[config.mk]
export PLATFORM = sky130hd
export DESIGN_NAME = url_percent_codec
export DESIGN_NICKNAME = d
export VERILOG_FILES = /design/src/hw/rtl/upc_pkg.sv /design/src/hw/rtl/upc_front.sv /design/src/hw/rtl/upc_queue.sv /design/src/hw/rtl/upc_back.sv /design/src/hw/rtl/url_percent_codec.sv
export SDC_FILE = /design/constraint.sdc
export NUM_CORES = 1
export LEC_CHECK = 0
export BUFFER_PORTS_ARGS = -buffer_cell sky130_fd_sc_hd__buf_2
export CAP_MARGIN = 20
export CORE_MARGIN = 4
export CORE_UTILIZATION = 45
export DETAILED_ROUTE_END_ITERATION = 16
export SETUP_SLACK_MARGIN = 0.15
export SKIP_CTS_REPAIR_TIMING = 1
export SLEW_MARGIN = 20
export SYNTH_ARGS = -nofsm -noshare
export SYNTH_HDL_FRONTEND = slang
export SYNTH_SLANG_ARGS = --single-unit
[constraint.sdc]
create_clock -name clk -period 4 [get_ports clk]
set_input_delay 0.2 -clock clk [delete_from_list [all_inputs] [get_ports clk]]
set_output_delay 0.2 -clock clk [all_outputs]
set_load 0.005 [all_outputs]
[src/hw/rtl/upc_pkg.sv]
// Types, constants and character classification functions of the percent codec.
package upc_pkg;

	localparam logic [7:0] PCT_CHAR = 8'h25;
	localparam int unsigned ENTRY_BYTES = 3;

	// Escape phase of the decoder.
	typedef enum logic [1:0] {
		PH_IDLE  = 2'd0,
		PH_PCT   = 2'd1,
		PH_DIGIT = 2'd2
	} phase_t;

	// One queue entry: up to three output bytes produced by one input byte.
	typedef struct packed {
		logic [1:0]                   cnt;
		logic                         last;
		logic [ENTRY_BYTES-1:0][7:0]  bytes;
	} entry_t;

	// Uppercase hex digit for a nibble.
	function automatic logic [7:0] hex_char(input logic [3:0] nib);
		logic [7:0] c;
		begin
			if (nib < 4'hA) begin
				c = 8'h30 + {4'h0, nib};
			end else begin
				c = 8'h41 + {4'h0, nib - 4'hA};
			end
			return c;
		end
	endfunction

	// True for a byte that encoding must escape.
	function automatic logic needs_escape(input logic [7:0] b);
		logic r;
		begin
			unique case (b) inside
				8'h20, 8'h22, 8'h23, 8'h24, 8'h25, 8'h26, 8'h2B, 8'h2C,
				8'h2F, 8'h3A, 8'h3B, 8'h3C, 8'h3D, 8'h3E, 8'h3F, 8'h40,
				8'h5B, 8'h5C, 8'h5D, 8'h5E, 8'h60, 8'h7B, 8'h7C, 8'h7D: r = 1'b1;
				default: r = (b < 8'h20) || (b > 8'h7E);
			endcase
			return r;
		end
	endfunction

	// True for a hex digit character of either case.
	function automatic logic is_hex(input logic [7:0] b);
		logic r;
		begin
			unique case (b) inside
				[8'h30:8'h39], [8'h41:8'h46], [8'h61:8'h66]: r = 1'b1;
				default: r = 1'b0;
			endcase
			return r;
		end
	endfunction

	// Value of a hex digit character; meaningful only where is_hex holds.
	function automatic logic [3:0] hex_nib(input logic [7:0] b);
		logic [3:0] v;
		begin
			if (b <= 8'h39) begin
				v = b[3:0];
			end else begin
				v = b[3:0] + 4'h9;
			end
			return v;
		end
	endfunction

endpackage

[src/hw/rtl/upc_front.sv]
// Front end: mode register, escape state and classification of each input byte.
module upc_front (
	input  logic                clk,
	input  logic                arst_n,
	input  logic                cfg_valid,
	input  logic                cfg_data,
	input  logic                in_valid,
	input  logic [7:0]          in_byte,
	input  logic                in_last,
	input  logic                q_full,
	output logic                in_stall,
	output logic                push,
	output upc_pkg::entry_t     push_entry
);

	logic             mode_q;
	upc_pkg::phase_t  phase_q;
	upc_pkg::phase_t  phase_d;
	logic [7:0]       held_q;
	logic             accept;
	logic             b_hex;
	logic             b_pct;
	logic             hold_digit;

	assign in_stall = q_full;
	assign accept   = in_valid && !q_full;
	assign b_hex    = upc_pkg::is_hex(in_byte);
	assign b_pct    = (in_byte == upc_pkg::PCT_CHAR) && !in_last;

	// Next escape phase.
	always_comb begin
		phase_d = upc_pkg::PH_IDLE;
		if (mode_q) begin
			unique case (phase_q)
				upc_pkg::PH_PCT: begin
					if (b_hex && !in_last) begin
						phase_d = upc_pkg::PH_DIGIT;
					end else if (b_pct) begin
						phase_d = upc_pkg::PH_PCT;
					end
				end
				upc_pkg::PH_DIGIT: begin
					if (!b_hex && b_pct) begin
						phase_d = upc_pkg::PH_PCT;
					end
				end
				default: begin
					if (b_pct) begin
						phase_d = upc_pkg::PH_PCT;
					end
				end
			endcase
		end
	end

	// Output bytes for this input byte.
	always_comb begin
		push_entry.last  = in_last;
		push_entry.cnt   = 2'd1;
		push_entry.bytes = '0;
		hold_digit       = 1'b0;
		if (!mode_q) begin
			if (upc_pkg::needs_escape(in_byte)) begin
				push_entry.cnt      = 2'd3;
				push_entry.bytes[0] = upc_pkg::PCT_CHAR;
				push_entry.bytes[1] = upc_pkg::hex_char(in_byte[7:4]);
				push_entry.bytes[2] = upc_pkg::hex_char(in_byte[3:0]);
			end else begin
				push_entry.bytes[0] = in_byte;
			end
		end else begin
			unique case (phase_q)
				upc_pkg::PH_PCT: begin
					push_entry.bytes[0] = upc_pkg::PCT_CHAR;
					push_entry.bytes[1] = in_byte;
					if (b_hex && !in_last) begin
						push_entry.cnt = 2'd0;
						hold_digit     = 1'b1;
					end else if (b_pct) begin
						push_entry.cnt = 2'd1;
					end else begin
						push_entry.cnt = 2'd2;
					end
				end
				upc_pkg::PH_DIGIT: begin
					if (b_hex) begin
						push_entry.bytes[0] = {upc_pkg::hex_nib(held_q),
							upc_pkg::hex_nib(in_byte)};
					end else begin
						push_entry.bytes[0] = upc_pkg::PCT_CHAR;
						push_entry.bytes[1] = held_q;
						push_entry.bytes[2] = in_byte;
						push_entry.cnt      = b_pct ? 2'd2 : 2'd3;
					end
				end
				default: begin
					push_entry.bytes[0] = in_byte;
					push_entry.cnt      = b_pct ? 2'd0 : 2'd1;
				end
			endcase
		end
	end

	// Bytes that produce nothing leave no queue entry.
	assign push = accept && (push_entry.cnt != 2'd0);

	// Mode register and escape state.
	always_ff @(posedge clk or negedge arst_n) begin
		if (!arst_n) begin
			mode_q  <= 1'b0;
			phase_q <= upc_pkg::PH_IDLE;
			held_q  <= 8'h00;
		end else begin
			if (cfg_valid) begin
				mode_q <= cfg_data;
			end
			if (accept) begin
				phase_q <= phase_d;
				if (hold_digit) begin
					held_q <= in_byte;
				end
			end
		end
	end

endmodule

[src/hw/rtl/upc_queue.sv]
// Short queue of output entries between the front and back ends.
module upc_queue #(
	parameter int unsigned DEPTH = 4
) (
	input  logic             clk,
	input  logic             arst_n,
	input  logic             push,
	input  upc_pkg::entry_t  push_entry,
	input  logic             pop,
	output logic             full,
	output logic             head_valid,
	output upc_pkg::entry_t  head_entry
);

	localparam int unsigned PW = (DEPTH > 1) ? $clog2(DEPTH) : 1;
	localparam int unsigned CW = $clog2(DEPTH + 1);
	localparam logic [PW-1:0] LAST_PTR = PW'(DEPTH - 1);
	localparam logic [CW-1:0] FULL_CNT = CW'(DEPTH);

	upc_pkg::entry_t  mem_q [DEPTH];
	logic [PW-1:0]    wr_ptr_q;
	logic [PW-1:0]    rd_ptr_q;
	logic [CW-1:0]    cnt_q;
	logic             do_push;
	logic             do_pop;

	assign full       = (cnt_q == FULL_CNT);
	assign head_valid = (cnt_q != '0);
	assign head_entry = mem_q[rd_ptr_q];
	assign do_push    = push && !full;
	assign do_pop     = pop && head_valid;

	// Entry storage.
	always_ff @(posedge clk) begin
		if (do_push) begin
			mem_q[wr_ptr_q] <= push_entry;
		end
	end

	// Pointers and fill count.
	always_ff @(posedge clk or negedge arst_n) begin
		if (!arst_n) begin
			wr_ptr_q <= '0;
			rd_ptr_q <= '0;
			cnt_q    <= '0;
		end else begin
			if (do_push) begin
				wr_ptr_q <= (wr_ptr_q == LAST_PTR) ? '0 : wr_ptr_q + 1'b1;
			end
			if (do_pop) begin
				rd_ptr_q <= (rd_ptr_q == LAST_PTR) ? '0 : rd_ptr_q + 1'b1;
			end
			if (do_push && !do_pop) begin
				cnt_q <= cnt_q + 1'b1;
			end else if (do_pop && !do_push) begin
				cnt_q <= cnt_q - 1'b1;
			end
		end
	end

endmodule

[src/hw/rtl/upc_back.sv]
// Back end: walks the bytes of the head entry into the output register.
module upc_back (
	input  logic             clk,
	input  logic             arst_n,
	input  logic             head_valid,
	input  upc_pkg::entry_t  head_entry,
	output logic             pop,
	input  logic             out_stall,
	output logic             out_valid,
	output logic [7:0]       out_byte,
	output logic             out_last
);

	logic        out_valid_q;
	logic [7:0]  out_byte_q;
	logic        out_last_q;
	logic [1:0]  idx_q;
	logic        load;
	logic        at_end;

	assign out_valid = out_valid_q;
	assign out_byte  = out_byte_q;
	assign out_last  = out_last_q;

	// The output register takes a new beat when empty or being drained.
	assign load   = head_valid && (!out_valid_q || !out_stall);
	assign at_end = (idx_q == head_entry.cnt - 2'd1);
	assign pop    = load && at_end;

	// Output payload.
	always_ff @(posedge clk) begin
		if (load) begin
			out_byte_q <= head_entry.bytes[idx_q];
			out_last_q <= head_entry.last && at_end;
		end
	end

	// Output valid and byte index within the head entry.
	always_ff @(posedge clk or negedge arst_n) begin
		if (!arst_n) begin
			out_valid_q <= 1'b0;
			idx_q       <= 2'd0;
		end else begin
			if (load) begin
				out_valid_q <= 1'b1;
				idx_q       <= at_end ? 2'd0 : idx_q + 2'd1;
			end else if (!out_stall) begin
				out_valid_q <= 1'b0;
			end
		end
	end

endmodule

[src/hw/rtl/url_percent_codec.sv]
// Streaming URL percent encoder and decoder, one string byte per input beat.
// The output bytes of an accepted input byte are registered in the entry queue and then in the output register.
// Throughput: one input beat per cycle while the entry queue has room; the output side
// moves one byte per cycle while out_stall is low, so an escaped byte in encode mode occupies it for all three bytes.
// Reset: arst_n clears the mode to encode, the escape state and the queue, and drops out_valid.
module url_percent_codec #(
	parameter int unsigned QDEPTH = 4
) (
	input  logic        clk,
	input  logic        arst_n,
	input  logic        cfg_valid,
	output logic        cfg_ready,
	input  logic        cfg_data,
	input  logic        in_valid,
	output logic        in_stall,
	input  logic [7:0]  in_byte,
	input  logic        in_last,
	output logic        out_valid,
	input  logic        out_stall,
	output logic [7:0]  out_byte,
	output logic        out_last
);

	logic             push;
	upc_pkg::entry_t  push_entry;
	logic             q_full;
	logic             head_valid;
	upc_pkg::entry_t  head_entry;
	logic             pop;

	// The mode register takes a beat in any cycle.
	assign cfg_ready = 1'b1;

	upc_front u_front (
		.clk        (clk),
		.arst_n     (arst_n),
		.cfg_valid  (cfg_valid),
		.cfg_data   (cfg_data),
		.in_valid   (in_valid),
		.in_byte    (in_byte),
		.in_last    (in_last),
		.q_full     (q_full),
		.in_stall   (in_stall),
		.push       (push),
		.push_entry (push_entry)
	);

	upc_queue #(
		.DEPTH (QDEPTH)
	) u_queue (
		.clk        (clk),
		.arst_n     (arst_n),
		.push       (push),
		.push_entry (push_entry),
		.pop        (pop),
		.full       (q_full),
		.head_valid (head_valid),
		.head_entry (head_entry)
	);

	upc_back u_back (
		.clk        (clk),
		.arst_n     (arst_n),
		.head_valid (head_valid),
		.head_entry (head_entry),
		.pop        (pop),
		.out_stall  (out_stall),
		.out_valid  (out_valid),
		.out_byte   (out_byte),
		.out_last   (out_last)
	);

endmodule

### After elaboration in Yosys (flattened, before gate mapping)

Memories as Yosys holds them, arrays and structs flattened.
Cells that the tools add are included.

* memory bits (writable): 108
* word-level logic and storage cells: 140
* bits in registers: 30
* memories kept: 1

* mux-type cells: 42
* $lt $le $gt $ge: 12
* reduce and logical (&&, ||, !) cells: 30
* equality and inequality tests: 31
* add/subtract/negate cells: 14

Memories
* u_queue.mem_q: words 4, bits a word 27, read ports 1, clocked after memory_dff 0, write ports 1, line upc_queue.sv:20 `upc_pkg::entry_t mem_q [DEPTH];`

Operator list (count)
* == test 8 x 6 -> 1 bit (second input constant): 15
* == test 8 x 7 -> 1 bit (second input constant): 9
* 2-to-1 mux 8 bit: 6
* 2-to-1 mux 16 bit: 2
* case mux 8 bit (2 select lines): 2
* 2-to-1 mux 24 bit: 1
* OR reduction 24 bit: 1
* 2-to-1 mux 2 bit: 10
* adder 7 x 4 -> 8 bit (first input constant): 2
* binary-select mux 8 bit (select 2 bit): 1
* >= comparator 8 x 7 -> 1 bit (second input constant): 2
* <= comparator 8 x 6 -> 1 bit (second input constant): 2
* <= comparator 8 x 7 -> 1 bit (second input constant): 2
* logical AND 1 bit: 15
* adder 6 x 4 -> 7 bit (first input constant): 2
* 2-to-1 mux 1 bit: 14
* adder 4 bit (second input constant): 2
* >= comparator 8 x 6 -> 1 bit (second input constant): 1
* greater-than comparator 8 x 7 -> 1 bit (second input constant): 1
* less-than comparator 4 bit (second input constant): 2
* less-than comparator 8 x 6 -> 1 bit (second input constant): 1
* 2-to-1 mux 4 bit: 2
* case mux 2 bit (2 select lines): 2
* subtractor 4 bit (second input constant): 2
* other kinds (17): 30

### Depth between registers and ports, before layout

* word-level depth: 15
* gate-level depth with buffers: 16

### Modules after synthesis

A second synthesis with hierarchy kept.

* cell total of the unflattened synthesis: 479
* area, all modules: 6896.6 um^2

Modules (own cells, without submodules)
* upc_queue: seq. area each 3418.3 um^2, instances 1, area an instance 4364.2 um^2, cells each 178
* upc_front: seq. area each 275.3 um^2, instances 1, area an instance 1903.1 um^2, cells each 243
* upc_back: seq. area each 345.3 um^2, instances 1, area an instance 618.1 um^2, cells each 56
* url_percent_codec: seq. area each 0.0 um^2, instances 1, area an instance 11.3 um^2, cells each 2

### Worst setup path before layout

Ideal clock, no wire load.

* kind: input-to-reg
* start: in in_byte[2]
* end: reg u_queue.cnt_q[2]
* data required time: 3.921 ns
* data arrival time: 3.286 ns
* stages on the path: 16
* buffers on the path: 2
* setup slack: 0.635 ns
* cells stage by stage: buf_6 > clkbuf_1 > inv_1 > ha_1 > nor2b_1 > a31o_1 > a32o_1 > nor3_4 > mux2i_1 > o21a_4 > ha_1 > inv_1 > fa_1 > xor2_1 > nor2_1 > xor2_1

RTL lines
* from (decl): line url_percent_codec.sv:16 `input logic [7:0] in_byte,`
* to (signal assigned): line upc_queue.sv:54 `cnt_q <= cnt_q + 1'b1;`
* to (signal assigned): line upc_queue.sv:56 `cnt_q <= cnt_q - 1'b1;`
* to (decl): line upc_queue.sv:23 `logic [CW-1:0] cnt_q;`

==> impl_metrics.env <==
export IMPL_synth_compound_gate_area_share_pct=10.6
export IMPL_ys_flop_type="sky130_fd_sc_hd__edfxtp_1"
export IMPL_setup_viol=0
export IMPL_crit_fanout=11
export IMPL_post_layout_total_power_mw=4.84
export IMPL_slew_headroom_pct=58.9
export IMPL_cts_tree="yes"
export IMPL_syn_area_sq_um=6750
export IMPL_clk_pin_slew_ns=0.06
export IMPL_die_w_um=130
export IMPL_grt_pass1_vias=4161
export IMPL_synth_fp_nets=517
export IMPL_crit_path_top_delay_cell="sky130_fd_sc_hd__mux2i_1"
export IMPL_antenna_found_initial=0
export IMPL_design_core_area_sq_um=14600
export IMPL_cap_viol_max_count=0
export IMPL_timing_fmax_mhz=307
export IMPL_numCtsBuffers=17
export IMPL_global_route_total_usage_across_every_layer_pct=18.4
export IMPL_port_buffers=25
export IMPL_number_of_nets_in_the_final_layout=551
export IMPL_synth_enable_flop_cells=117
export IMPL_average_routed_wire_per_standard_cell_um=20.9
export IMPL_ios=27
export IMPL_detailedRoute_firstPassIterationCount=6
export IMPL_unrepaired_setup_endpoints_after_global_routing="false"
export IMPL_floorplan_die_area_sq_um=17000
export IMPL_n_fill_cell=1195
export IMPL_antenna_cells_inserted=0
export IMPL_timing_final_hold_violations=0
export IMPL_synth_sequential_area_ratio_pct=59.8
export IMPL_cpPeakStageDelay_ns=0.46
export IMPL_drv_slew=0
export IMPL_slew_at_the_pin_closest_to_its_max_slew_limit_ns=0.610
export IMPL_dpl_cell_area_sq_um=7070
export IMPL_drt_drc_violations_left=0
export IMPL_insertion_delay_ns=0.42
export IMPL_min_path_type="input pin to register"
export IMPL_finalHoldWorstSlack_ns=0.00710
export IMPL_rows=44
export IMPL_timing_setup_tns_ns=0
export IMPL_p_leak_nw=2.78
export IMPL_layout_cell_area_non_filler_sq_um=7620
export IMPL_synth_area_per_cell_sq_um=14.3
export IMPL_route_antenna_remaining_nets=0
export IMPL_vias=4059
export IMPL_wire_length_of_the_first_global_routing_pass_mm=23.3
export IMPL_worst_endpoint_arrival_ns=3.60
export IMPL_cp_required_ns=4.35
export IMPL_die_y_um=130
export IMPL_number_of_flip_flops_and_latches_in_the_synthesized_netlist=138
export IMPL_clock_sink_count=138
export IMPL_timing_critical_path_cells="buf_2, inv_1, ha_1, nor4b_4, o311ai_1, a21boi_4, nor3_4, mux2i_1, o21a_4, ha_1, inv_1, fa_1, xor2_1, nor2_1, xor2_1"
export IMPL_ir_drop_mv=0.296
export IMPL_clock_path_buffers=2
export IMPL_post_route_min_period_ns=3.25
export IMPL_criticalPathCategory="input pin to register"
export IMPL_power_density_nw_per_um2=635
export IMPL_cts_htree_levels=4
export IMPL_min_period_over_period_pct=81.3
export IMPL_grt_max_degree=29
export IMPL_place_congestion=0.869
export IMPL_cp_top_family="adder cells"
export IMPL_post_synth_inst_count=473
export IMPL_post_synth_xor_area_fraction_pct=1.56
export IMPL_area_overhead_of_the_layout_relative_to_synthesis_pct=12.9
export IMPL_initial_utilization_pct=46.3
export IMPL_hpwlAfterDp_mm=9.81
export IMPL_yosys_warnings=0
export IMPL_synth_top_family_by_area="multiplexers"
export IMPL_synthSimpleGateAreaFrac_pct=7.23
export IMPL_clk_root_buf="sky130_fd_sc_hd__clkbuf_16"
export IMPL_ys_async_sr_fraction_pct=15.2
export IMPL_grt_overflow=0
export IMPL_worstSetupStartpointType="input pin"
export IMPL_drive_gt1_share_pct=21.0
export IMPL_synth_adder_area_share_pct=5.49
export IMPL_worst_path_buf_inv=3
export IMPL_timing_clock_skew_ns=0.0104
export IMPL_post_drt_via_cell_ratio=5.77
export IMPL_drt_iter0_drc=269
export IMPL_outcome="complete, no violations"
export IMPL_total_length_of_routed_wires_mm=14.7
export IMPL_synth_lib_cells_used_distinct=63
export IMPL_worstSetupEndpointType="register"
export IMPL_muxShareOfSynthArea_pct=11.7
[registers in the layout (all words and copies together), names as in the netlist]
register,flops
u_front.phase_q,2
u_queue.mem_q,108
u_queue.cnt_q,3
u_back.out_valid,1
u_queue.rd_ptr_q,2
u_front.held_q,8
u_queue.wr_ptr_q,2
u_back.out_last,1
u_back.idx_q,2
u_back.out_byte,8
u_front.mode_q,1
[Yosys cell counts (all sizes together), types with 8 or more instances]
master,number,area share [%]
o21ai,26,1.9
mux2i,10,1.5
mux4,27,9.0
dfrtp,21,7.8
a22oi,10,1.1
buf,16,1.4
and2,8,0.74
inv,31,1.7
nor2,18,1.0
ha,28,5.2
o22ai,15,1.5
edfxtp,117,52
a21oi,20,1.6
nand2,34,1.9
[worst paths after layout]
| path | start | end | slack [ns] | cells after the start |
|---|---|---|---|---|
| min | out_stall | u_back.out_valid$_DFFE_PN0P_ | 0.007 | 3 |
| min in group asynchronous | arst_n | u_back.out_valid$_DFFE_PN0P_ | 0.31 | 2 |
| min reg2reg | u_queue.cnt_q[2]$_DFFE_PN0P_ | u_queue.cnt_q[2]$_DFFE_PN0P_ | 0.50 | 1 |
| max reg2reg | u_front.phase_q[1]$_DFFE_PN0P_ | u_queue.cnt_q[2]$_DFFE_PN0P_ | 1.08 | 11 |
| max in group asynchronous | arst_n | u_queue.rd_ptr_q[0]$_DFFE_PN0P_ | 3.29 | 2 |
| max | in_byte[1] | u_queue.cnt_q[2]$_DFFE_PN0P_ | 0.75 | 15 |
[tightest hold or removal path: stages]
cell and delay, ns:
sky130_fd_sc_hd__buf_2 0.09, sky130_fd_sc_hd__nand2_1 0.05, sky130_fd_sc_hd__nand2_1 0.05
[kinds of logic (layout without fill, tap and decap cells)]
kind of cell | count (synthesis) | count (layout)
AND/OR/NAND/NOR | 92 | 92
other | 1 | 1
flip-flops | 138 | 138
buffers and inverters | 54 | 101
multiplexers | 43 | 43
adder cells (fa/ha/maj) | 29 | 29
AO/OA/AOI/OAI | 104 | 104
XOR/XNOR | 12 | 12
[report_power, final]
part | internal [mW] | switching (mW)
sequential | 1.95 | 0.103
clock | 0.848 | 0.575
combinational | 0.606 | 0.754
[final cells by class]
class                      count  area [sq um]  area share (%)
clock inverter                12           101            1.33
clock buffer                  20           437            5.73
inverter                      31           116            1.53
timing repair buffer          38           225            2.95
tap                          184           230            3.02
multi-input combinational    281          2470            32.4
sequential                   138          4040            53.0
[metrics by stage]
stage          utilization [%]  std cells  setup WS [ns]
2_1_floorplan                -        473          0.635
5_1_grt                   52.2        704          0.536
4_1_cts                   52.2        703          0.809
3_3_place_gp              48.5        671          0.479
3_5_place_dp              48.5        671          0.365
6_report                  52.2        704          0.746
[per-layer routing]
| layer | up-vias | global-route usage (%) | share of wire (%) |
|---|---|---|---|
| li1 | 1871 | - | - |
| met1 | 2061 | 25.7 | 46 |
| met5 | - | 0 | 0 |
| met4 | 0 | 5.20 | 1.8 |
| met2 | 105 | 28.9 | 48 |
| met3 | 22 | 4.72 | 4.8 |
[cell usage in the layout (no fill, tap or decap), drive strengths merged, types with 7 or more instances in the layout]
cell type / instances
mux2i: 10
a21oi: 20
a22oi: 10
edfxtp: 117
buf: 37
nor2: 18
clkbuf: 20
xor2: 7
o21ai: 26
and2: 8
o22ai: 15
inv: 32
dfrtp: 21
ha: 28
nand2: 34
mux4: 27
clkinv: 7
nand2b: 7
Power figures use the tool's default switching activity.
